### src/hw/rtl/mbet_pkg.sv
// Shared types, constants and helpers for the escape-time pixel engine.
package mbet_pkg;

  localparam int COORD_W          = 32;
  localparam int ITER_BITS        = 10;
  localparam int PIXEL_INDEX_BITS = 11;
  localparam int GRAY_W           = 8;
  localparam int CFG_DATA_W       = 32;
  localparam int CFG_INDEX_W      = 3;
  localparam int PROD_W           = 2 * COORD_W;
  localparam int WIDE_W           = PROD_W + 2;

  localparam logic [CFG_INDEX_W-1:0] REG_LEFT_REAL = 3'd0;
  localparam logic [CFG_INDEX_W-1:0] REG_TOP_IMAG  = 3'd1;
  localparam logic [CFG_INDEX_W-1:0] REG_STEP_REAL = 3'd2;
  localparam logic [CFG_INDEX_W-1:0] REG_STEP_IMAG = 3'd3;
  localparam logic [CFG_INDEX_W-1:0] REG_MAX_ITER  = 3'd4;

  localparam logic signed [COORD_W-1:0] LEFT_REAL_RST = -32'sd536870912;
  localparam logic signed [COORD_W-1:0] TOP_IMAG_RST  = 32'sd268435456;
  localparam logic signed [COORD_W-1:0] STEP_REAL_RST = 32'sd1007893;
  localparam logic signed [COORD_W-1:0] STEP_IMAG_RST = 32'sd896279;
  localparam logic [ITER_BITS-1:0]      MAX_ITER_RST  = 10'd400;

  typedef logic signed [COORD_W-1:0] coord_t;

  typedef struct packed {
    logic [PIXEL_INDEX_BITS-1:0] pixel_col;
    logic [PIXEL_INDEX_BITS-1:0] pixel_row;
  } pixel_in_t;

  typedef struct packed {
    logic [PIXEL_INDEX_BITS-1:0] pixel_col_out;
    logic [PIXEL_INDEX_BITS-1:0] pixel_row_out;
    logic [ITER_BITS-1:0]        iteration_count;
    logic [GRAY_W-1:0]           gray_level;
    logic                        inside_set;
  } pixel_out_t;

  typedef struct packed {
    coord_t               left_real;
    coord_t               top_imag;
    coord_t               step_real;
    coord_t               step_imag;
    logic [ITER_BITS-1:0] max_iterations;
  } cfg_regs_t;

  typedef enum logic [3:0] {
    S_IDLE,
    S_MAP_RE,
    S_MAP_IM,
    S_LOAD,
    S_SQR,
    S_SQI,
    S_CROSS,
    S_UPD,
    S_DONE
  } state_t;

  function automatic coord_t sat_coord(input logic signed [WIDE_W-1:0] v);
    logic signed [WIDE_W-1:0] hi;
    logic signed [WIDE_W-1:0] lo;
    hi = {{(WIDE_W-COORD_W+1){1'b0}}, {(COORD_W-1){1'b1}}};
    lo = {{(WIDE_W-COORD_W+1){1'b1}}, {(COORD_W-1){1'b0}}};
    if (v > hi) begin
      sat_coord = hi[COORD_W-1:0];
    end else if (v < lo) begin
      sat_coord = lo[COORD_W-1:0];
    end else begin
      sat_coord = v[COORD_W-1:0];
    end
  endfunction

endpackage

### src/hw/rtl/mbet_cfg.sv
// Configuration register file for the view window and iteration limit.
module mbet_cfg (
  input  logic                               clk,
  input  logic                               rst_n,
  input  logic                               cfg_we,
  input  logic [mbet_pkg::CFG_INDEX_W-1:0]   cfg_index,
  input  logic [mbet_pkg::CFG_DATA_W-1:0]    cfg_data,
  output mbet_pkg::cfg_regs_t                regs
);
  import mbet_pkg::*;

  cfg_regs_t regs_r;
  cfg_regs_t regs_nxt;

  always_comb begin
    regs_nxt = regs_r;
    if (cfg_we) begin
      case (cfg_index)
        REG_LEFT_REAL: regs_nxt.left_real      = cfg_data[COORD_W-1:0];
        REG_TOP_IMAG:  regs_nxt.top_imag       = cfg_data[COORD_W-1:0];
        REG_STEP_REAL: regs_nxt.step_real      = cfg_data[COORD_W-1:0];
        REG_STEP_IMAG: regs_nxt.step_imag      = cfg_data[COORD_W-1:0];
        REG_MAX_ITER:  regs_nxt.max_iterations = cfg_data[ITER_BITS-1:0];
        default:       regs_nxt = regs_r;
      endcase
    end
  end

  always_ff @(posedge clk) begin
    if (!rst_n) begin
      regs_r.left_real      <= LEFT_REAL_RST;
      regs_r.top_imag       <= TOP_IMAG_RST;
      regs_r.step_real      <= STEP_REAL_RST;
      regs_r.step_imag      <= STEP_IMAG_RST;
      regs_r.max_iterations <= MAX_ITER_RST;
    end else begin
      regs_r <= regs_nxt;
    end
  end

  assign regs = regs_r;

endmodule

### src/hw/rtl/mbet_mul.sv
// Shared signed 32x32 multiplier with registered product.
module mbet_mul (
  input  logic                                clk,
  input  mbet_pkg::coord_t                    op_a,
  input  mbet_pkg::coord_t                    op_b,
  output logic signed [mbet_pkg::PROD_W-1:0]  prod
);
  import mbet_pkg::*;

  logic signed [PROD_W-1:0] prod_r;
  logic signed [PROD_W-1:0] prod_nxt;

  assign prod_nxt = PROD_W'(op_a) * PROD_W'(op_b);

  always_ff @(posedge clk) begin
    prod_r <= prod_nxt;
  end

  assign prod = prod_r;

endmodule

### src/hw/rtl/mandelbrot_escape_time_pixel.sv
// Top level: escape-time iteration engine for one pixel at a time.
//
//   port group | dir | handshake           | word
//   in_*       | in  | in_valid/in_ready   | pixel_in_t  (column, row)
//   out_*      | out | out_valid/out_ready | pixel_out_t (position, count, gray, inside)
//   cfg_*      | in  | cfg_we              | register index and 32-bit data
//
// From acceptance to result the states MAP_RE, MAP_IM and LOAD map the pixel to c,
// each iteration runs SQR, SQI, CROSS and UPD on the single 32x32 multiplier (three
// products per iteration), the last test passes SQR, SQI and CROSS on escape or only
// SQR at the limit, and DONE hands the word to the output register once it is free.
// The engine returns to IDLE before it takes the next pixel.
// Reset is synchronous and restores the default view window and limit 400.
// in_ready is high only while idle; a stalled result holds in the output
// register while the next pixel is taken.
module mandelbrot_escape_time_pixel #(
  parameter int FRAC_BITS = 28
) (
  input  logic                              clk,
  input  logic                              rst_n,
  input  logic                              in_valid,
  output logic                              in_ready,
  input  mbet_pkg::pixel_in_t               in_data,
  output logic                              out_valid,
  input  logic                              out_ready,
  output mbet_pkg::pixel_out_t              out_data,
  input  logic                              cfg_we,
  input  logic [mbet_pkg::CFG_INDEX_W-1:0]  cfg_index,
  input  logic [mbet_pkg::CFG_DATA_W-1:0]   cfg_data
);
  import mbet_pkg::*;

  localparam int R2_W  = PROD_W - FRAC_BITS;
  localparam int SUM_W = PROD_W + 1;

  cfg_regs_t regs;

  state_t state_r;
  state_t state_nxt;

  logic [PIXEL_INDEX_BITS-1:0] col_r;
  logic [PIXEL_INDEX_BITS-1:0] row_r;
  coord_t                      cr_r;
  coord_t                      ci_r;
  coord_t                      zr_r;
  coord_t                      zi_r;
  logic [R2_W-1:0]             r2_r;
  logic [R2_W-1:0]             i2_r;
  logic [ITER_BITS-1:0]        count_r;
  logic                        inside_r;
  logic                        out_valid_r;
  pixel_out_t                  out_data_r;

  coord_t                   op_a;
  coord_t                   op_b;
  logic signed [PROD_W-1:0] prod;
  logic                     load_out;
  logic                     out_free;

  logic [R2_W-1:0]          i2_now;
  logic [SUM_W-1:0]         mag_sum;
  logic [SUM_W-1:0]         mag_limit;
  logic                     escape;
  logic                     at_limit;
  logic signed [WIDE_W-1:0] prod_w;
  logic signed [WIDE_W-1:0] cr_sum;
  logic signed [WIDE_W-1:0] ci_sum;
  logic signed [WIDE_W-1:0] nr_sum;
  logic signed [WIDE_W-1:0] ni_sum;
  logic signed [PROD_W-1:0] cross_shift;

  mbet_cfg u_cfg (
    .clk       (clk),
    .rst_n     (rst_n),
    .cfg_we    (cfg_we),
    .cfg_index (cfg_index),
    .cfg_data  (cfg_data),
    .regs      (regs)
  );

  mbet_mul u_mul (
    .clk  (clk),
    .op_a (op_a),
    .op_b (op_b),
    .prod (prod)
  );

  assign out_free  = !out_valid_r || out_ready;
  assign prod_w    = {{(WIDE_W-PROD_W){prod[PROD_W-1]}}, prod};
  assign cr_sum    = {{(WIDE_W-COORD_W){regs.left_real[COORD_W-1]}}, regs.left_real} + prod_w;
  assign ci_sum    = {{(WIDE_W-COORD_W){regs.top_imag[COORD_W-1]}}, regs.top_imag} - prod_w;
  assign i2_now    = prod[PROD_W-1:FRAC_BITS];
  assign mag_sum   = SUM_W'(r2_r) + SUM_W'(i2_now);
  assign mag_limit = SUM_W'(4) << FRAC_BITS;
  assign escape    = mag_sum > mag_limit;
  assign at_limit  = count_r == regs.max_iterations;
  assign cross_shift = prod >>> (FRAC_BITS - 1);
  assign nr_sum    = $signed(WIDE_W'(r2_r)) - $signed(WIDE_W'(i2_r))
                   + {{(WIDE_W-COORD_W){cr_r[COORD_W-1]}}, cr_r};
  assign ni_sum    = {{(WIDE_W-PROD_W){cross_shift[PROD_W-1]}}, cross_shift}
                   + {{(WIDE_W-COORD_W){ci_r[COORD_W-1]}}, ci_r};

  always_comb begin
    state_nxt = state_r;
    case (state_r)
      S_IDLE:   if (in_valid) state_nxt = S_MAP_RE;
      S_MAP_RE: state_nxt = S_MAP_IM;
      S_MAP_IM: state_nxt = S_LOAD;
      S_LOAD:   state_nxt = S_SQR;
      S_SQR:    state_nxt = at_limit ? S_DONE : S_SQI;
      S_SQI:    state_nxt = S_CROSS;
      S_CROSS:  state_nxt = escape ? S_DONE : S_UPD;
      S_UPD:    state_nxt = S_SQR;
      S_DONE:   if (out_free) state_nxt = S_IDLE;
      default:  state_nxt = S_IDLE;
    endcase
  end

  always_comb begin
    in_ready = 1'b0;
    load_out = 1'b0;
    op_a     = zr_r;
    op_b     = zr_r;
    case (state_r)
      S_IDLE:   in_ready = 1'b1;
      S_MAP_RE: begin
        op_a = COORD_W'(col_r);
        op_b = regs.step_real;
      end
      S_MAP_IM: begin
        op_a = COORD_W'(row_r);
        op_b = regs.step_imag;
      end
      S_SQR: begin
        op_a = zr_r;
        op_b = zr_r;
      end
      S_SQI: begin
        op_a = zi_r;
        op_b = zi_r;
      end
      S_CROSS: begin
        op_a = zr_r;
        op_b = zi_r;
      end
      S_DONE:   load_out = out_free;
      default: begin
        op_a = zr_r;
        op_b = zr_r;
      end
    endcase
  end

  always_ff @(posedge clk) begin
    if (!rst_n) begin
      state_r     <= S_IDLE;
      out_valid_r <= 1'b0;
    end else begin
      state_r <= state_nxt;
      if (load_out) begin
        out_valid_r <= 1'b1;
      end else if (out_ready) begin
        out_valid_r <= 1'b0;
      end
    end
  end

  always_ff @(posedge clk) begin
    case (state_r)
      S_IDLE: begin
        col_r <= in_data.pixel_col;
        row_r <= in_data.pixel_row;
      end
      S_MAP_IM: cr_r <= sat_coord(cr_sum);
      S_LOAD: begin
        ci_r    <= sat_coord(ci_sum);
        zr_r    <= '0;
        zi_r    <= '0;
        count_r <= '0;
      end
      S_SQR:   inside_r <= 1'b1;
      S_SQI:   r2_r <= prod[PROD_W-1:FRAC_BITS];
      S_CROSS: begin
        i2_r     <= i2_now;
        inside_r <= 1'b0;
      end
      S_UPD: begin
        zr_r    <= sat_coord(nr_sum);
        zi_r    <= sat_coord(ni_sum);
        count_r <= count_r + 1'b1;
      end
      default: begin
        cr_r <= cr_r;
      end
    endcase
    if (load_out) begin
      out_data_r.pixel_col_out   <= col_r;
      out_data_r.pixel_row_out   <= row_r;
      out_data_r.iteration_count <= count_r;
      out_data_r.gray_level      <= count_r[GRAY_W-1:0];
      out_data_r.inside_set      <= inside_r;
    end
  end

  assign out_valid = out_valid_r;
  assign out_data  = out_data_r;

endmodule

### config.mk
export PLATFORM = sky130hd
export DESIGN_NAME = mandelbrot_escape_time_pixel
export DESIGN_NICKNAME = d
export VERILOG_FILES = /design/src/hw/rtl/mbet_pkg.sv /design/src/hw/rtl/mbet_cfg.sv /design/src/hw/rtl/mbet_mul.sv /design/src/hw/rtl/mandelbrot_escape_time_pixel.sv
export SDC_FILE = /design/constraint.sdc
export NUM_CORES = 2
export LEC_CHECK = 0
export BUFFER_PORTS_ARGS = -buffer_cell sky130_fd_sc_hd__buf_2
export CORE_UTILIZATION = 55
export CTS_BUF_LIST = sky130_fd_sc_hd__clkbuf_2
export CTS_CLUSTER_SIZE = 16
export DETAILED_ROUTE_END_ITERATION = 16
export GPL_ROUTABILITY_DRIVEN = 1
export GPL_TIMING_DRIVEN = 1
export HOLD_SLACK_MARGIN = 0.08
export PLACE_DENSITY_LB_ADDON = 0.2
export SYNTH_ARGS = -nofsm -noshare
export SYNTH_HDL_FRONTEND = slang
export SYNTH_SLANG_ARGS = --single-unit
export TNS_END_PERCENT = 50
### constraint.sdc
create_clock -name clk -period 11.5 [get_ports clk]
set_input_delay 0.575 -clock clk [delete_from_list [all_inputs] [get_ports clk]]
set_output_delay 0.575 -clock clk [all_outputs]
set_load 0.05 [all_outputs]
## Word-level counts from Yosys, hierarchy flattened

Cells that the tools add are included.

- Register bits after elaboration: 481
- Latch bits: 0
- Memory bits (writable): 0
- ROM bits: 0
- Input port bits: 62
- Output and inout port bits: 43
- Logic and storage cells: 91
- Memories: 0

- Add/subtract/negate cells: 7
- $mul: 1
- Div/mod/pow operators: 0
- Magnitude comparators: 9
- Equal/unequal tests: 15
- Shift-type cells: 0
- Mux-type cells: 21
- Bitwise logic cells: 0
- Reduce and logical (&&, ||, !) cells: 15

Operators with widths:

| operator | number |
|---|---|
| 32-bit two-way mux | 6 |
| 32-bit one-hot mux with 3 select lines | 2 |
| 65-bit by 32-bit greater-than comparator with 1-bit output (second input constant) | 2 |
| 65-bit by 32-bit < comparator with 1-bit output (second input constant) | 2 |
| 32-bit one-hot mux with 2 select lines | 2 |
| 37-bit by 32-bit adder with 38-bit output | 2 |
| 38-bit by 32-bit greater-than comparator with 1-bit output (second input constant) | 2 |
| 38-bit by 32-bit < comparator with 1-bit output (second input constant) | 2 |
| 32-bit by 64-bit adder with 65-bit output | 1 |
| 32-bit by 64-bit subtractor with 65-bit output | 1 |
| 32-bit by 32-bit multiplier with 64-bit output | 1 |
| 36-bit by 36-bit adder with 37-bit output | 1 |
| 37-bit by 31-bit greater-than comparator with 1-bit output (second input constant) | 1 |
| 36-bit by 36-bit subtractor with 37-bit output | 1 |
| 4-bit one-hot mux with 8 select lines | 1 |
| 10-bit one-hot mux with 2 select lines | 1 |
| 4-bit by 3-bit == test with 1-bit output (second input constant) | 4 |
| 4-bit two-way mux | 4 |
| 2-bit AND reduction | 6 |
| 10-bit by 1-bit adder with 10-bit output (second input constant) | 1 |
| 10-bit == test | 1 |
| 4-bit by 2-bit == test with 1-bit output (second input constant) | 2 |
| 3-bit by 2-bit == test with 1-bit output (second input constant) | 2 |
| 2-bit nonzero test | 3 |
| 12 further kinds | 17 |

## Longest topological paths before layout

- Depth in word-level cells: 6
- Depth in mapped cells: 42
- Gate-level depth less buffers: 38

## Hierarchy

A second synthesis with hierarchy kept.

- Cell total of the unflattened synthesis: 7726
- Area total of the unflattened synthesis: 70596.5 um^2

Modules (own cells, without submodules):

| module | times used | cells each | area an instance (um^2) | sequential area each (um^2) |
|---|---|---|---|---|
| mbet_mul | 1 | 3900 | 37282.0 | 1281.2 |
| mandelbrot_escape_time_pixel | 1 | 3317 | 28021.9 | 8087.8 |
| mbet_cfg | 1 | 509 | 5292.6 | 2762.6 |

## Worst setup path before layout

No wires, ideal clock.

- Kind: register -> register
- Start: reg state_r[2]
- End: reg u_mul.prod_r[63] (netlist: u_mul.prod[63])
- Setup time: 72 ps
- Arrival time: 10051 ps
- Data required time: 11428 ps
- Setup slack: 1376 ps
- Stages on the path, launching flop included: 36
- Buffers on the path: 5
- Period minus slack after synthesis: 10124 ps
- Cells stage by stage: dfxtp_1 clkbuf_1 nor3_1 and2_1 clkbuf_1 clkbuf_1 buf_1 a221o_1 clkbuf_1 nand2_1 fa_1 inv_1 fa_1 inv_1 fa_1 inv_1 fa_1 fa_1 fa_1 fa_1 inv_1 fa_1 inv_1 ha_1 a21o_1 a21o_1 a21oi_1 o21ai_0 a2111o_1 a31o_2 a21boi_2 o2111ai_1 a31o_2 a221o_1 a21oi_1 xnor2_1

- Word-level cells in the longest chain between the ends: 4
- Elaborated cells between the ends (all ways): 8
- Classes of those cells: 1 x mul; 4 x eq/ne; 2 x mux; 1 x reduce/logical

RTL lines:

| element | line | RTL |
|---|---|---|
| start: declaration | mandelbrot_escape_time_pixel.sv:38 | `state_t state_r;` |
| start signal: assignment | mandelbrot_escape_time_pixel.sv:159 | `state_r <= state_nxt;` |
| 4-bit by 3-bit == test with 1-bit output | mandelbrot_escape_time_pixel.sv:124 | `case (state_r)` |
| 2-bit OR reduction (no source line) | -- |  |
| 32-bit one-hot mux with 3 select lines | mandelbrot_escape_time_pixel.sv:124 |  |
| 32-bit by 32-bit multiplier with 64-bit output * | mbet_mul.sv:13 | `assign prod_nxt = PROD_W'(op_a) * PROD_W'(op_b);` |
| net u_mul.prod_nxt[63] | mbet_mul.sv:11 | `logic signed [PROD_W-1:0] prod_nxt;` |
| end signal: assignment | mbet_mul.sv:16 | `prod_r <= prod_nxt;` |
| end: declaration | mbet_mul.sv:10 | `logic signed [PROD_W-1:0] prod_r;` |

The timed path passes the listed nets; every way through them passes the cells marked *.
A chain may end at the register's enable or synchronous reset.

## Final worst setup path

- Start: reg state_r[2]
- End: reg u_mul.prod_r[60] (netlist: u_mul.prod[60])

The elaborated chain is that of the path after synthesis.

==> summary.md <==
| Metric | Value |
|---|---|
| Max FO, Critical Path | `52` |
| Final nets | `about 9,500` |
| Synth area leader | `fa_1` |
| Slowest cell delay on critical path | `between 600 and 700 ps` |
| CTS tree | `built` |
| Synth Instances | `7,685` |
| Data arrival, critical path | `between 10,000 and 15,000 ps` |
| Top layer reached by signal wires | `met5` |
| RSZ-0062 raised after global routing | `no` |
| Wire length on met2 | `between 100 and 150 mm` |
| GRT Util Overall | `0.378` |
| Initial drt markers | `just under 6,000` |
| GPL Wtd Cong | `roughly 1.0` |
| P&R area growth vs syn | `7.73%` |
| Deepest clock path buffer count | `3` |
| Syn_area_per_cell | `just under 9 um^2` |
| Hpwl dp | `approximately 190 mm` |
| Die area | `around 0.13 mm^2` |
| Root Buffer | `clkbuf_2` |
| Initial antenna violation count | `9` |
| CTS HTree Levels | `3` |
| Violated checks | `design-rule violations` |
| Tmin final | `approximately 11,000 ps` |
| Sequential area share after synthesis | `0.177` |
| Count of final hold-check violations | `0` |
| Status | `finished, violations left` |
| Reg2Reg Depth | `31` |
| Core Area | `between 0.1 and 0.15 mm^2` |
| DRT Wirelength | `235 mm` |
| Clock skew | `237 ps` |
| GRT overflow | `0` |
| Wl on met1 | `91.5 mm` |
| Vias per inst | `between 6 and 7` |
| Worst-Margin Slew | `about 1400 ps` |
| CP startpoint kind | `flip-flop` |
| Tcrit/Tclk final | `0.958` |
| Slowest cell on crit path | `a221o_1` |
| Setup crit end | `u_mul.prod[60]$_DFF_P_` |
| Post-synth EDFFs | `roughly 270` |
| Syn Std Cell Area | `0.0687 mm^2` |
| Met3 WL | `23.5 mm` |
| Reg2reg end | `u_mul.prod[60]$_DFF_P_` |
| Worst r2r src | `state_r[2]$_SDFFE_PN0P_` |
| Count leader, synth | `inv_1` |
| Critical Path Start | `state_r[2]$_SDFFE_PN0P_` |
| Global-route wire length before repair | `roughly 360 mm` |
| Max Cap Viol | `0` |
| Largest net degree at the start of global routing | `89` |
| Row count | `129` |
| CP Data Required Time | `~13,000 ps` |
| Number of routed nets with antenna violations | `0` |
| DRC viols | `10` |
| Critical Path Most Common Cell | `fa_1` |
| Worst-Skew Late Latency | `~1400 ps` |
| Max Clk Rate | `90.7 MHz` |
| Yosys cell types | `between 100 and 150` |
| Cts bufs inserted | `120` |
| Worst hold-check path type | `primary input to flip-flop` |
| Flop-to-flop setup slack | `480 ps` |
| Most frequent cells after synthesis | `1,154 x inv_1, 1,088 x fa_1, 1,033 x nand2_1, 782 x nor2_1, 459 x ha_1` |
| Ys async rst share | `0` |
| Clock slew at reported path FFs | `between 100 and 150 ps` |
| Ports | `roughly 110` |
| DRT Pass-1 Iters | `13` |
| Setup TNS | `0 ps` |
| Chip Width | `355 um` |
| Synthesis Warnings | `0` |
| Routed len/inst | `about 24 um` |
| Max-slew headroom | `0.0840` |
| Yosys reg bits | `473` |
| Synth top area share | `0.317` |
| Chip height | `around 360 um` |
| Share of layout cells above drive strength 1 | `0.0817` |
| Main synth FF type | `edfxtp_1` |
| Endpoints failing setup | `0` |
| Syn_nets | `between 9,000 and 10,000` |
| Post-CTS Setup Inserts | `0` |
| Fin. max-slew vios | `0` |
| Area contributors post-synth | `fa_1 32%, edfxtp_1 12%, ha_1 8.4%, inv_1 6.3%, dfxtp_1 6.0%` |
| Via Count | `57,800` |
| Worst Setup End Kind | `flip-flop` |
| Clk sinks | `about 470` |
| Port Buf Inserts | `roughly 100` |
| Vias in the first global route | `about 58,000` |
| Kind of critical path | `flip-flop to flip-flop` |
| Initial Util | `0.555` |
## layer usage
layer  global-route usage  vias up
li1                     -    25600
met1                0.498    28700
met2                0.590     2953
met3               0.0762      602
met4                0.195        6
met5                    0        -
## worst min path at each step
stage | from | end | slack, ps | depth (start not counted)
after CTS | cfg_data[9] | u_cfg.regs[115]$_SDFFE_PN0P_ | 80 | 4
after global placement | u_cfg.regs[54]$_SDFFE_PN0P_ | u_cfg.regs[54]$_SDFFE_PN0P_ | 450 | 2
after detailed placement | u_cfg.regs[23]$_SDFFE_PN1P_ | u_cfg.regs[23]$_SDFFE_PN1P_ | 450 | 2
after global routing | cfg_data[26] | u_cfg.regs[132]$_SDFFE_PN0P_ | 120 | 4
after floorplan | inside_r$_DFFE_PP_ | out_data[0]$_DFFE_PP_ | 400 | 0
final | cfg_data[26] | u_cfg.regs[132]$_SDFFE_PN0P_ | 150 | 4
## critical path: cells and delay by family (launching register included)
family	cells	cell delay (ps)
adder cells (fa/ha/maj)	9	4400
AO/OA/AOI/OAI	11	3120
AND/OR/NAND/NOR	6	1740
buffers and inverters	5	1070
flip-flops	1	430
## cells by family after synthesis
logic type / share of synthesized area
flip-flops: 0.177
adder cells (fa/ha/maj): 0.401
AND/OR/NAND/NOR: 0.146
multiplexers: 0.00403
XOR/XNOR: 0.0385
AO/OA/AOI/OAI: 0.149
buffers and inverters: 0.0847
## registers in the layout (all words and copies together) (netlist names), 32 cells and up
signal      cells
zr_r           32
ci_r           32
cr_r           32
out_data       33
u_mul.prod     64
zi_r           32
i2_r           36
r2_r           36
u_cfg.regs    138
## cells in the final DEF, fill, tap and decap left out, drive strengths merged, types with 133 or more instances in the layout
cell,Yosys,final
xnor2,195,195
nor2,782,782
nand2,1034,1034
fa,1088,1088
clkbuf,295,189
dlygate4sd3,0,133
dfxtp,207,207
buf,66,289
edfxtp,266,266
o21ai,272,272
inv,1155,1157
ha,459,459
a21o,160,160
a21oi,354,354
## stage by stage
step | utilization | hold slack, ps | worst slack (ps) | area [um^2] | cells
6_report | 0.598 | 149 | 479 | 74000 | 9612
4_1_cts | 0.598 | 81.6 | 708 | 74000 | 9606
3_5_place_dp | 0.577 | 454 | 843 | 71500 | 9249
3_3_place_gp | 0.577 | 453 | 965 | 71500 | 9249
5_1_grt | 0.598 | 125 | 196 | 74000 | 9612
2_1_floorplan | - | 400 | 1380 | 68700 | 7685
## area by class of cell
class                      instances  area, um^2
antenna                            6        15.0
clock buffer                     189         946
clock inverter                    34         233
fill                           10900       49800
inverter                        1156        4340
multi-input combinational       5695       51000
sequential                       473       12100
tap                             1637        2050
timing repair buffer             422        3270
## timing repair
| item | 4_1_cts | 5_1_grt |
|---|---|---|
| hold buffers | 134 | 0 |
| gates resized for setup | 0 | 0 |
| hold endpoints to repair | 196 | 0 |
Power is not shown: default switching activity piles up to over one toggle a cycle in this logic, so the estimate is an artifact.
